### src/rtl/core/rvd_pkg.sv
// Shared types and constants for the RV32I instruction decoder pipeline.
// No dependencies; every other file in rtl/core imports this package.
package rvd_pkg;

  // Major opcodes, bits 6..0 of the instruction word.
  localparam logic [6:0] OPC_LUI    = 7'h37;
  localparam logic [6:0] OPC_AUIPC  = 7'h17;
  localparam logic [6:0] OPC_JAL    = 7'h6f;
  localparam logic [6:0] OPC_JALR   = 7'h67;
  localparam logic [6:0] OPC_BRANCH = 7'h63;
  localparam logic [6:0] OPC_STORE  = 7'h23;
  localparam logic [6:0] OPC_OP     = 7'h33;
  localparam logic [6:0] OPC_LOAD   = 7'h03;
  localparam logic [6:0] OPC_OP_IMM = 7'h13;
  localparam logic [6:0] OPC_SYSTEM = 7'h73;

  // Funct7 codes that select between the paired ALU operations.
  localparam logic [6:0] F7_BASE = 7'h00;
  localparam logic [6:0] F7_ALT  = 7'h20;

  // Whole words that name the environment calls.
  localparam logic [31:0] WORD_ECALL  = 32'h0000_0073;
  localparam logic [31:0] WORD_EBREAK = 32'h0010_0073;

  // Base mnemonics; the encoding is the value seen on the mnemonic port.
  typedef enum logic [5:0] {
    MN_ILLEGAL = 6'd0,
    MN_LUI     = 6'd1,
    MN_AUIPC   = 6'd2,
    MN_JAL     = 6'd3,
    MN_JALR    = 6'd4,
    MN_BEQ     = 6'd5,
    MN_BNE     = 6'd6,
    MN_BLT     = 6'd7,
    MN_BGE     = 6'd8,
    MN_BLTU    = 6'd9,
    MN_BGEU    = 6'd10,
    MN_SB      = 6'd11,
    MN_SH      = 6'd12,
    MN_SW      = 6'd13,
    MN_ADD     = 6'd14,
    MN_SUB     = 6'd15,
    MN_SLL     = 6'd16,
    MN_SLT     = 6'd17,
    MN_SLTU    = 6'd18,
    MN_XOR     = 6'd19,
    MN_SRL     = 6'd20,
    MN_SRA     = 6'd21,
    MN_OR      = 6'd22,
    MN_AND     = 6'd23,
    MN_LB      = 6'd24,
    MN_LH      = 6'd25,
    MN_LW      = 6'd26,
    MN_LBU     = 6'd27,
    MN_LHU     = 6'd28,
    MN_ADDI    = 6'd29,
    MN_SLTI    = 6'd30,
    MN_SLTIU   = 6'd31,
    MN_XORI    = 6'd32,
    MN_ORI     = 6'd33,
    MN_ANDI    = 6'd34,
    MN_SLLI    = 6'd35,
    MN_SRLI    = 6'd36,
    MN_SRAI    = 6'd37,
    MN_CSRRW   = 6'd38,
    MN_CSRRS   = 6'd39,
    MN_CSRRC   = 6'd40,
    MN_CSRRWI  = 6'd41,
    MN_CSRRSI  = 6'd42,
    MN_CSRRCI  = 6'd43,
    MN_ECALL   = 6'd44,
    MN_EBREAK  = 6'd45
  } mnem_e;

  // Decoded item handed from the decode stage to the output stage.
  typedef struct packed {
    mnem_e              mnemonic;
    logic [4:0]         rd;
    logic [4:0]         rs1;
    logic [4:0]         rs2;
    logic signed [20:0] imm;
    logic [11:0]        csr;
    logic [31:0]        addr;
    logic               use_target;
  } dec_t;

endpackage

### src/rtl/core/rv32i_instruction_decoder.sv
// RV32I instruction decoder, three register stages: input, decode, output.
// An accepted item passes through the input, decode and output registers in that
// order before it shows on the outputs.
// Throughput is one item per cycle; the whole pipeline holds when the output stalls.
// Reset (rst_ni low, asynchronous) clears all stage valid bits; payload is not reset.
// Top level; depends on rvd_pkg, rvd_decode and rvd_output.
module rv32i_instruction_decoder
  import rvd_pkg::*;
(
  input  logic               clk_i,
  input  logic               rst_ni,
  input  logic               in_valid_i,
  output logic               in_ready_o,
  input  logic [31:0]        instruction_word_i,
  input  logic [31:0]        instruction_address_i,
  output logic               out_valid_o,
  input  logic               out_ready_i,
  output logic [5:0]         mnemonic_o,
  output logic [4:0]         dest_reg_o,
  output logic [4:0]         src1_reg_o,
  output logic [4:0]         src2_reg_o,
  output logic signed [20:0] immediate_o,
  output logic [31:0]        target_address_o,
  output logic [11:0]        csr_number_o
);

  logic        advance;
  logic        in_valid_q;
  logic [31:0] word_q;
  logic [31:0] addr_q;
  logic        dec_valid;
  dec_t        dec;

  // The pipeline moves whenever the output slot is empty or being taken.
  assign advance    = !out_valid_o || out_ready_i;
  assign in_ready_o = advance;

  // Input stage register.
  always_ff @(posedge clk_i or negedge rst_ni) begin
    if (!rst_ni) begin
      in_valid_q <= 1'b0;
    end else if (advance) begin
      in_valid_q <= in_valid_i;
    end
  end

  always_ff @(posedge clk_i) begin
    if (advance) begin
      word_q <= instruction_word_i;
      addr_q <= instruction_address_i;
    end
  end

  rvd_decode u_decode (
    .clk_i   (clk_i),
    .rst_ni  (rst_ni),
    .en_i    (advance),
    .valid_i (in_valid_q),
    .word_i  (word_q),
    .addr_i  (addr_q),
    .valid_o (dec_valid),
    .dec_o   (dec)
  );

  rvd_output u_output (
    .clk_i            (clk_i),
    .rst_ni           (rst_ni),
    .en_i             (advance),
    .valid_i          (dec_valid),
    .dec_i            (dec),
    .valid_o          (out_valid_o),
    .mnemonic_o       (mnemonic_o),
    .dest_reg_o       (dest_reg_o),
    .src1_reg_o       (src1_reg_o),
    .src2_reg_o       (src2_reg_o),
    .immediate_o      (immediate_o),
    .target_address_o (target_address_o),
    .csr_number_o     (csr_number_o)
  );

  // An accepted item reaches the input stage register on the next edge.
  assert property (@(posedge clk_i) disable iff (!rst_ni)
    in_valid_i && in_ready_o |=> in_valid_q && word_q == $past(instruction_word_i))
    else $error("top: accepted item did not enter the pipeline");

  // Decode copies the rd and rs2 fields of the word untouched into its stage record.
  assert property (@(posedge clk_i) disable iff (!rst_ni)
    advance && in_valid_q |=> dec.rd == $past(word_q[11:7]) && dec.rs2 == $past(word_q[24:20]))
    else $error("top: register field corrupted in decode");

  // A result that is not taken stays on the outputs unchanged.
  assert property (@(posedge clk_i) disable iff (!rst_ni)
    out_valid_o && !out_ready_i |=>
      out_valid_o && $stable(mnemonic_o) && $stable(immediate_o) && $stable(target_address_o))
    else $error("top: result changed while the output was stalled");

endmodule

### src/rtl/core/rvd_decode.sv
// Decode stage: classifies the instruction word and extracts its fields.
// Depends on rvd_pkg for opcodes, mnemonics and the dec_t stage record.
module rvd_decode
  import rvd_pkg::*;
(
  input  logic        clk_i,
  input  logic        rst_ni,
  input  logic        en_i,
  input  logic        valid_i,
  input  logic [31:0] word_i,
  input  logic [31:0] addr_i,
  output logic        valid_o,
  output dec_t        dec_o
);

  logic [2:0]         f3;
  logic [6:0]         f7;
  logic signed [20:0] imm_i_fmt;
  logic signed [20:0] imm_s_fmt;
  logic signed [20:0] imm_b_fmt;
  logic signed [20:0] imm_j_fmt;
  logic signed [20:0] imm_u_fmt;
  logic signed [20:0] imm_shamt;
  dec_t               dec_d;
  dec_t               dec_q;
  logic               valid_q;

  assign f3 = word_i[14:12];
  assign f7 = word_i[31:25];

  // Immediates for each format: I, S and B sign extended to the 21-bit result field, J filling it, U zero extended.
  assign imm_i_fmt = {{9{word_i[31]}}, word_i[31:20]};
  assign imm_s_fmt = {{9{word_i[31]}}, word_i[31:25], word_i[11:7]};
  assign imm_b_fmt = {{8{word_i[31]}}, word_i[31], word_i[7], word_i[30:25],
                      word_i[11:8], 1'b0};
  assign imm_j_fmt = {word_i[31], word_i[19:12], word_i[20], word_i[30:21], 1'b0};
  assign imm_u_fmt = {1'b0, word_i[31:12]};

  // Shift amount as a truncating remainder by 32 of the signed I value:
  // a negative value with nonzero low bits keeps its sign.
  always_comb begin
    if (word_i[31] && (word_i[24:20] != 5'd0)) begin
      imm_shamt = {16'hffff, word_i[24:20]};
    end else begin
      imm_shamt = {16'h0000, word_i[24:20]};
    end
  end

  // Mnemonic classification and immediate selection.
  always_comb begin
    dec_d            = '0;
    dec_d.mnemonic   = MN_ILLEGAL;
    dec_d.rd         = word_i[11:7];
    dec_d.rs1        = word_i[19:15];
    dec_d.rs2        = word_i[24:20];
    dec_d.addr       = addr_i;
    dec_d.use_target = 1'b0;
    unique case (word_i[6:0])
      OPC_LUI: begin
        dec_d.mnemonic = MN_LUI;
        dec_d.imm      = imm_u_fmt;
      end
      OPC_AUIPC: begin
        dec_d.mnemonic = MN_AUIPC;
        dec_d.imm      = imm_u_fmt;
      end
      OPC_JAL: begin
        dec_d.mnemonic   = MN_JAL;
        dec_d.imm        = imm_j_fmt;
        dec_d.use_target = 1'b1;
      end
      OPC_JALR: begin
        dec_d.mnemonic = MN_JALR;
        dec_d.imm      = imm_i_fmt;
      end
      OPC_BRANCH: begin
        if (f3 != 3'd2 && f3 != 3'd3) begin
          dec_d.imm        = imm_b_fmt;
          dec_d.use_target = 1'b1;
          unique case (f3)
            3'd0:    dec_d.mnemonic = MN_BEQ;
            3'd1:    dec_d.mnemonic = MN_BNE;
            3'd4:    dec_d.mnemonic = MN_BLT;
            3'd5:    dec_d.mnemonic = MN_BGE;
            3'd6:    dec_d.mnemonic = MN_BLTU;
            default: dec_d.mnemonic = MN_BGEU;
          endcase
        end
      end
      OPC_STORE: begin
        if (f3 < 3'd3) begin
          dec_d.imm = imm_s_fmt;
          unique case (f3)
            3'd0:    dec_d.mnemonic = MN_SB;
            3'd1:    dec_d.mnemonic = MN_SH;
            default: dec_d.mnemonic = MN_SW;
          endcase
        end
      end
      OPC_OP: begin
        unique case (f3)
          3'd0: begin
            if (f7 == F7_BASE)     dec_d.mnemonic = MN_ADD;
            else if (f7 == F7_ALT) dec_d.mnemonic = MN_SUB;
          end
          3'd1: dec_d.mnemonic = MN_SLL;
          3'd2: dec_d.mnemonic = MN_SLT;
          3'd3: dec_d.mnemonic = MN_SLTU;
          3'd4: dec_d.mnemonic = MN_XOR;
          3'd5: begin
            if (f7 == F7_BASE)     dec_d.mnemonic = MN_SRL;
            else if (f7 == F7_ALT) dec_d.mnemonic = MN_SRA;
          end
          3'd6:    dec_d.mnemonic = MN_OR;
          default: dec_d.mnemonic = MN_AND;
        endcase
      end
      OPC_LOAD: begin
        unique case (f3)
          3'd0:    dec_d.mnemonic = MN_LB;
          3'd1:    dec_d.mnemonic = MN_LH;
          3'd2:    dec_d.mnemonic = MN_LW;
          3'd4:    dec_d.mnemonic = MN_LBU;
          3'd5:    dec_d.mnemonic = MN_LHU;
          default: dec_d.mnemonic = MN_ILLEGAL;
        endcase
        if (dec_d.mnemonic != MN_ILLEGAL) begin
          dec_d.imm = imm_i_fmt;
        end
      end
      OPC_OP_IMM: begin
        unique case (f3)
          3'd0: begin dec_d.mnemonic = MN_ADDI;  dec_d.imm = imm_i_fmt; end
          3'd2: begin dec_d.mnemonic = MN_SLTI;  dec_d.imm = imm_i_fmt; end
          3'd3: begin dec_d.mnemonic = MN_SLTIU; dec_d.imm = imm_i_fmt; end
          3'd4: begin dec_d.mnemonic = MN_XORI;  dec_d.imm = imm_i_fmt; end
          3'd6: begin dec_d.mnemonic = MN_ORI;   dec_d.imm = imm_i_fmt; end
          3'd7: begin dec_d.mnemonic = MN_ANDI;  dec_d.imm = imm_i_fmt; end
          3'd1: begin dec_d.mnemonic = MN_SLLI;  dec_d.imm = imm_shamt; end
          default: begin
            if (f7 == F7_BASE) begin
              dec_d.mnemonic = MN_SRLI;
              dec_d.imm      = imm_shamt;
            end else if (f7 == F7_ALT) begin
              dec_d.mnemonic = MN_SRAI;
              dec_d.imm      = imm_shamt;
            end
          end
        endcase
      end
      OPC_SYSTEM: begin
        unique case (f3)
          3'd1: begin dec_d.mnemonic = MN_CSRRW;  dec_d.csr = word_i[31:20]; end
          3'd2: begin dec_d.mnemonic = MN_CSRRS;  dec_d.csr = word_i[31:20]; end
          3'd3: begin dec_d.mnemonic = MN_CSRRC;  dec_d.csr = word_i[31:20]; end
          3'd5: begin dec_d.mnemonic = MN_CSRRWI; dec_d.csr = word_i[31:20]; end
          3'd6: begin dec_d.mnemonic = MN_CSRRSI; dec_d.csr = word_i[31:20]; end
          3'd7: begin dec_d.mnemonic = MN_CSRRCI; dec_d.csr = word_i[31:20]; end
          default: begin
            if (word_i == WORD_ECALL)       dec_d.mnemonic = MN_ECALL;
            else if (word_i == WORD_EBREAK) dec_d.mnemonic = MN_EBREAK;
          end
        endcase
      end
      default: dec_d.mnemonic = MN_ILLEGAL;
    endcase
  end

  // Stage register; the valid bit travels with the decoded item.
  always_ff @(posedge clk_i or negedge rst_ni) begin
    if (!rst_ni) begin
      valid_q <= 1'b0;
    end else if (en_i) begin
      valid_q <= valid_i;
    end
  end

  always_ff @(posedge clk_i) begin
    if (en_i) begin
      dec_q <= dec_d;
    end
  end

  assign valid_o = valid_q;
  assign dec_o   = dec_q;

  // A target is only requested by jumps and branches.
  assert property (@(posedge clk_i) disable iff (!rst_ni)
    valid_q && dec_q.use_target |->
      (dec_q.mnemonic == MN_JAL || dec_q.mnemonic == MN_BEQ || dec_q.mnemonic == MN_BNE ||
       dec_q.mnemonic == MN_BLT || dec_q.mnemonic == MN_BGE || dec_q.mnemonic == MN_BLTU ||
       dec_q.mnemonic == MN_BGEU))
    else $error("decode: target requested for a non-control-flow item");

  // Illegal words carry no immediate and no CSR number.
  assert property (@(posedge clk_i) disable iff (!rst_ni)
    valid_q && dec_q.mnemonic == MN_ILLEGAL |->
      dec_q.imm == '0 && dec_q.csr == '0 && !dec_q.use_target)
    else $error("decode: illegal item carries payload");

  // A held stage keeps its item while the pipeline is stalled.
  assert property (@(posedge clk_i) disable iff (!rst_ni)
    !en_i |=> $stable(valid_q) && (!valid_q || $stable(dec_q)))
    else $error("decode: stage changed during a stall");

endmodule

### src/rtl/core/rvd_output.sv
// Output stage: adds the jump or branch offset to the address and holds the result item.
// Depends on rvd_pkg for the dec_t stage record and the mnemonic codes.
module rvd_output
  import rvd_pkg::*;
(
  input  logic               clk_i,
  input  logic               rst_ni,
  input  logic               en_i,
  input  logic               valid_i,
  input  dec_t               dec_i,
  output logic               valid_o,
  output logic [5:0]         mnemonic_o,
  output logic [4:0]         dest_reg_o,
  output logic [4:0]         src1_reg_o,
  output logic [4:0]         src2_reg_o,
  output logic signed [20:0] immediate_o,
  output logic [31:0]        target_address_o,
  output logic [11:0]        csr_number_o
);

  logic               valid_q;
  mnem_e              mnem_q;
  logic [4:0]         rd_q;
  logic [4:0]         rs1_q;
  logic [4:0]         rs2_q;
  logic signed [20:0] imm_q;
  logic [11:0]        csr_q;
  logic [31:0]        target_d;
  logic [31:0]        target_q;

  // Target is the address plus the sign-extended offset, wrapping at 2^32, for items that request it; else zero.
  always_comb begin
    if (dec_i.use_target) begin
      target_d = dec_i.addr + {{11{dec_i.imm[20]}}, dec_i.imm};
    end else begin
      target_d = '0;
    end
  end

  always_ff @(posedge clk_i or negedge rst_ni) begin
    if (!rst_ni) begin
      valid_q <= 1'b0;
    end else if (en_i) begin
      valid_q <= valid_i;
    end
  end

  always_ff @(posedge clk_i) begin
    if (en_i) begin
      mnem_q   <= dec_i.mnemonic;
      rd_q     <= dec_i.rd;
      rs1_q    <= dec_i.rs1;
      rs2_q    <= dec_i.rs2;
      imm_q    <= dec_i.imm;
      csr_q    <= dec_i.csr;
      target_q <= target_d;
    end
  end

  assign valid_o          = valid_q;
  assign mnemonic_o       = mnem_q;
  assign dest_reg_o       = rd_q;
  assign src1_reg_o       = rs1_q;
  assign src2_reg_o       = rs2_q;
  assign immediate_o      = imm_q;
  assign target_address_o = target_q;
  assign csr_number_o     = csr_q;

  // A nonzero CSR number only comes with a CSR mnemonic.
  assert property (@(posedge clk_i) disable iff (!rst_ni)
    valid_q && csr_q != '0 |->
      (mnem_q == MN_CSRRW || mnem_q == MN_CSRRS || mnem_q == MN_CSRRC ||
       mnem_q == MN_CSRRWI || mnem_q == MN_CSRRSI || mnem_q == MN_CSRRCI))
    else $error("output: CSR number on a non-CSR item");

  // A jal target sits at an even offset from the address of the jump.
  assert property (@(posedge clk_i) disable iff (!rst_ni)
    en_i && valid_i && dec_i.mnemonic == MN_JAL |=>
      target_q[0] == $past(dec_i.addr[0]))
    else $error("output: jal target parity mismatch");

  // A nonzero target only comes with a jump or a branch.
  assert property (@(posedge clk_i) disable iff (!rst_ni)
    valid_q && target_q != '0 |->
      (mnem_q == MN_JAL || (mnem_q >= MN_BEQ && mnem_q <= MN_BGEU)))
    else $error("output: target on an item that is not a jump or branch");

endmodule
### config.mk
export PLATFORM = sky130hd
export DESIGN_NAME = rv32i_instruction_decoder
export DESIGN_NICKNAME = d
export VERILOG_FILES = /design/src/rtl/core/rvd_pkg.sv /design/src/rtl/core/rv32i_instruction_decoder.sv /design/src/rtl/core/rvd_decode.sv /design/src/rtl/core/rvd_output.sv
export SDC_FILE = /design/constraint.sdc
export NUM_CORES = 1
export LEC_CHECK = 0
export BUFFER_PORTS_ARGS = -buffer_cell sky130_fd_sc_hd__buf_2
export CAP_MARGIN = 20
export CORE_ASPECT_RATIO = 1.5
export CORE_MARGIN = 5
export CORE_UTILIZATION = 57
export CTS_CLUSTER_DIAMETER = 40
export CTS_CLUSTER_SIZE = 8
export DETAILED_ROUTE_END_ITERATION = 7
export GPL_ROUTABILITY_DRIVEN = 0
export PLACE_DENSITY = 0.8
export SYNTH_ARGS = -nofsm -noshare
export SYNTH_HDL_FRONTEND = slang
export SYNTH_HIERARCHICAL = 1
export SYNTH_SLANG_ARGS = --single-unit
### constraint.sdc
create_clock -name clk_i -period 3 [get_ports clk_i]
set_input_delay 0.3 -clock clk_i [delete_from_list [all_inputs] [get_ports clk_i]]
set_output_delay 0.3 -clock clk_i [all_outputs]
set_load 0.01 [all_outputs]
; ---- Yosys cells after proc, flatten, opt, wreduce, memory -nomap -nowiden
; Index checks and enable logic that the tools add are counted.
[totals]
register_bits = 240
inputBits = 68
output_inout_bits = 88
elab_cells = 84
[op_classes]
add_sub_neg = 1
order_cmp = 1
n_eq_ne = 22
n_mux = 28
n_reduce_logical = 12
[op_table]
columns = operator, n
row1 = $pmux W21 S7, 1
row2 = $mux W21, 6
row3 = $pmux W6 S7, 2
row4 = $pmux W6 S10, 1
row5 = $mux W6, 9
row6 = $pmux W21 S2, 1
row7 = $pmux W6 S6, 1
row8 = $add A32 B32 Y32, 1
row9 = $eq A32 B21 Y1 const B, 1
row10 = $eq A32 B7 Y1 const B, 1
row11 = $eq A7 B6 Y1 const B, 4
row12 = $eq A7 B7 Y1 const B, 4
row13 = $pmux W5 S5, 1
row14 = $pmux W4 S5, 1
row15 = $eq A7 B5 Y1 const B, 2
row16 = $eq A3 B3 Y1 const B, 4
row17 = $reduce_or A6 Y1, 2
row18 = $eq A7 B2 Y1 const B, 1
row19 = $logic_not A7 Y1, 1
row20 = $eq A3 B2 Y1 const B, 2
row21 = $ne A3 B2 Y1 const B, 2
row22 = $pmux W3 S2, 1
row23 = $reduce_bool A6 Y1, 1
row24 = $mux W5, 1
row25 = other kinds (12), 13

; ---- Depth between registers and ports, before layout
[logic_depth]
depth_word = 7
mapped_depth = 9

; ---- Modules after synthesis
; The synthesis kept the hierarchy.
[modules_own_cells]
columns = module, instances, cells_per_inst, area_per_inst_um2
row1 = rvd_output, 1, 390, 4743.3
row2 = rvd_decode, 1, 288, 3967.6
row3 = rv32i_instruction_decoder, 1, 67, 1975.6

; ---- Worst setup path after synthesis
; No wires, ideal clock.
[synth_path]
kind = register to register
startpoint = register u_output.valid_q, in the netlist u_output/valid_o
endpoint = register u_decode.valid_q, in the netlist u_decode/valid_o
t_arrival_ns = 2.577
t_required_ns = 2.868
slack_ns = 0.290
stages_incl_launch_ff = 3
n_path_buf = 0
path_cell_list = dfrtp_1 nand2b_4 mux2_2
[synth_via]
elab_chain_len = 2
[synth_rtl]
columns = element, line
row1 = start: declaration, rvd_output.sv:21  ; logic valid_q;
row2 = start signal: assignment, rvd_output.sv:44  ; valid_q <= valid_i;
row3 = $logic_not A1 Y1, rv32i_instruction_decoder.sv:35  ; assign advance = !out_valid_o || out_ready_i;
row4 = $logic_or A1 B1 Y1, rv32i_instruction_decoder.sv:35
row5 = via in_ready_o, rv32i_instruction_decoder.sv:13  ; output logic in_ready_o,
row6 = end signal: assignment, rvd_decode.sv:174  ; valid_q <= valid_i;
row7 = end: declaration, rvd_decode.sv:26  ; logic valid_q;
; The timed path passes the listed nets, and every way through them passes these cells.
; A chain may end at the register's enable or synchronous reset.

; ---- Worst setup path in the final report
[layout_path]
startpoint = register u_decode.dec_q (netlist bit u_decode/dec_o[2])
endpoint = register u_output.target_q[23], in the netlist u_output/target_address_o[23], data pin
[layout_via]
elab_chain_len = 1
[layout_rtl]
columns = element, line
row1 = start: declaration, rvd_decode.sv:25  ; dec_t dec_q;
row2 = start signal: assignment, rvd_decode.sv:180  ; dec_q <= dec_d;
row3 = $add A32 B32 Y32, rvd_output.sv:34  ; target_d = dec_i.addr + {{11{dec_i.imm[20]}}, dec_i.imm};
row4 = end signal: assignment, rvd_output.sv:56  ; target_q <= target_d;
row5 = end: declaration, rvd_output.sv:29  ; logic [31:0] target_q;
; Every way passes these cells.

==> summary.txt <==
Worst path top cell family by delay: compound AO/OA/AOI/OAI gates
DR iter-0 viols: 748
Placed Instances: 1,143
Leak: 5.463 nW
DRC Markers: 0
Worst R2R Setup Slack: 0.16 ns
asr flop ratio synth: 1.250%
achievable frequency: 0.3520 GHz
Post-synth EDFFs: 237
Tmin final: 2.841 ns
post-DR wirelength/cell: 21.99 um
hold_sp: instruction_address_i[19]
overall power: 13.31 mW
DP Area: 11,820 um^2
max-cap viol count: 0
Reg-to-Reg Start: u_decode/dec_o[2]
Worst Path Class, Setup: reg2reg
Crit. End Element: flip-flop
critical path data arrival time: 3.07 ns
Tcrit/Tclk final: 94.70%
Final Worst Setup Slack: 0.1591 ns
die area: 21,640 um^2
global-route wire length before repair: 41,120 um
Crit-path slowest cell: edfxtp_1
Syn Inst Count: 745
hpwl dp: 17,800 um
H-tree Lvls: 2
CP Cell Sequence: ha_1, a211oi_2, o21bai_1, a311oi_2, o21ai_1, or3_4, nor3b_1, o21a_1
initial antenna violation count: 1
final instance area: 13,530 um^2
syn nets: 845
Hold Path Sink: addr_q[19]
Slew HR: 39.82%
commonest cells in the netlist: edfxtp_1 (237), nand2_1 (43), a21oi_1 (39), ha_1 (31), and2_1 (29)
crit-path max cell delay: 0.45 ns
Setup TNS: 0 ns
Least-Margin Pin Slew: 0.9027 ns
Hold Path Depth: 1
top cell type's share of synthesized area: 66.60%
Distinct cells, synth: 92
floorplan row count: 61
Yosys warnings: 6
Crit Reg-Reg Endpoint: u_output/target_address_o[23]
Crit path buffers/inverters: 0
Vias: 7,461
Required @ worst endpoint: 3.23 ns
RSZ-0062 raised after global routing: false
CP max FO: 4
Area contributors post-synth: edfxtp_1 (67%), ha_1 (3.6%), a21oi_1 (1.8%), and2_1 (1.7%), nand2_1 (1.5%)
Finished Layout Cells: 1,256
chip width: 121.8 um
Seq cells post-synth: 240
Core ar.: 18,470 um^2
synthesized area per cell: 14.34 um^2
Initial Util: 57.86%
worst vdd ir: 0.0005866 V
Synth Flop Type: edfxtp_1
CTS buffer count: 39
worst hold-check path type: in2reg
clock sinks: 240
pre-CTS worst setup slack: 0.1770 ns
vias in the first global route: 7,604
final slew viol count: 0
largest net degree at the start of global routing: 67
drt total wl: 27,620 um
Hold Vio Cnt, Final: 0
Final #Nets: 1,092
clock root buffer: clkbuf_16
share of cells above drive strength 1: 26.12%
R2R depth: 8
Pre-Repair DR Iteration Count: 5
gr usage total: 25.04%
Overflow after GRT: 0
P per Cell Area: 983.7 nW/um^2
CTS tree: done
Skew-Pair Late Insertion Delay: 0.51 ns
postcts setup bufs: 0
CTS max path bufs: 3
synthesis-to-finish area growth: 26.57%
I/O Buffers: 155
I/O pins: 156
mapped cell area: 10,690 um^2
clock skew: 0.03065 ns
Final setup violation count: 0
Synth area leader: edfxtp_1
height of the die: 177.7 um
crit start category: flip-flop
outcome: finished clean
most frequent cell after synthesis: edfxtp_1
drt via density: 5.940
antenna viol nets, final: 0
clock-pin slew on the worst setup and hold paths: 0.05 ns
sequential share of the synthesized area: 67.30%
## metrics by stage
| stage | utilization [%] | hold slack [ns] |
|---|---|---|
| 4_1_cts | 73.19 | 0.003164 |
| 5_1_grt | 73.23 | 0.003922 |
| 2_1_floorplan | - | 0.004409 |
| 6_report | 73.23 | 0.02062 |
| 3_5_place_dp | 64.01 | 0.09901 |
| 3_3_place_gp | 64.01 | 0.09643 |
## sequential cells by signal, summed over array words and instances (netlist names)
signal                     flops
u_decode/dec_o                87
u_output/valid_o               1
u_output/dest_reg_o            5
u_output/target_address_o     32
u_output/csr_number_o         12
word_q                        32
u_output/src1_reg_o            5
u_output/immediate_o          21
u_output/src2_reg_o            5
addr_q                        32
u_decode/valid_o               1
in_valid_q                     1
u_output/mnemonic_o            6
## cell type report
cell class,instances,area [um^2]
inverters,19,71.32
clock inverters,7,96.34
flip-flops and latches,240,7192
diodes,1,2.502
repair buffers,235,1564
clock buffers,45,998.5
multi-input cells,457,3286
well taps,252,315.3
fillers,1201,4945
## cell families after synthesis
kind of cell | after synthesis | synth area share (%)
xor gates and xnor gates | 19 | 1.557
AOI/OAI and AO/OA | 187 | 13.23
DFF | 240 | 67.30
adders and majority gates | 32 | 3.817
buffers and inverters | 48 | 2.002
and+or+nand+nor | 209 | 11.09
muxes | 10 | 1.007
## cell usage in the layout (no fill, tap or decap), drive strengths merged, types with 7 or more instances in the layout
cell,n
xor2,9
nand2,44
a221o,13
or2,10
nand3,16
nor2,26
a31oi,7
inv,20
nor3,17
clkbuf,45
nand2b,13
o2111ai,7
o21a,10
dlygate4sd3,60
nand4,12
buf,175
and3,8
ha,31
a21oi,42
edfxtp,237
a211oi,8
mux2i,7
and2,30
a21o,11
o21ai,35
xnor2,10
## layer usage
layer  share of wire, %  global-route usage (%)  up-vias  routed length [um]
li1                   -                       -     3425                   -
met1                 33                   25.57     3589                9036
met2                 57                   49.17      350               15850
met3                5.1                   3.540       97                1421
met4                4.8                   11.40        0                1318
met5                  0                       0        -                   0
## worst max path at each step
stage / startpoint / endpoint / slack (ns) / cells after the start
floorplan: u_output/valid_o / u_decode/valid_o / 0.29 / 2
detailed placement: u_decode/dec_o[45] / u_output/target_address_o[22] / 0.18 / 9
finish: u_decode/dec_o[2] / u_output/target_address_o[23] / 0.16 / 8
global route: u_decode/dec_o[1] / u_output/target_address_o[30] / 0.03 / 9
CTS: u_decode/dec_o[45] / u_output/target_address_o[30] / 0.10 / 9
global placement: u_decode/dec_o[45] / u_output/target_address_o[22] / 0.22 / 9
## worst reg2reg max path: cells and delay by family (launching register included)
| family | cells | cell delay [ns] |
|---|---|---|
| AO/OA/AOI/OAI | 5 | 1.21 |
| AND/OR/NAND/NOR | 2 | 0.54 |
| adder cells (fa/ha/maj) | 1 | 0.37 |
| flip-flops | 1 | 0.45 |
## power by group
part / switching [mW] / total, mW / leakage [nW] / internal [mW]
Combinational: 2.31 / 3.77 / 2.38 / 1.46
Sequential: 0.601 / 5.66 / 2.54 / 5.06
Clock: 1.38 / 3.87 / 0.537 / 2.49
## repair_timing
action / CTS / global route
gates resized for setup: 0 / 2
endpoints found under the hold margin: 62 / 0
setup endpoints to repair: 0 / 4
hold buffers: 60 / 0
(Power assumes the default switching activity.)
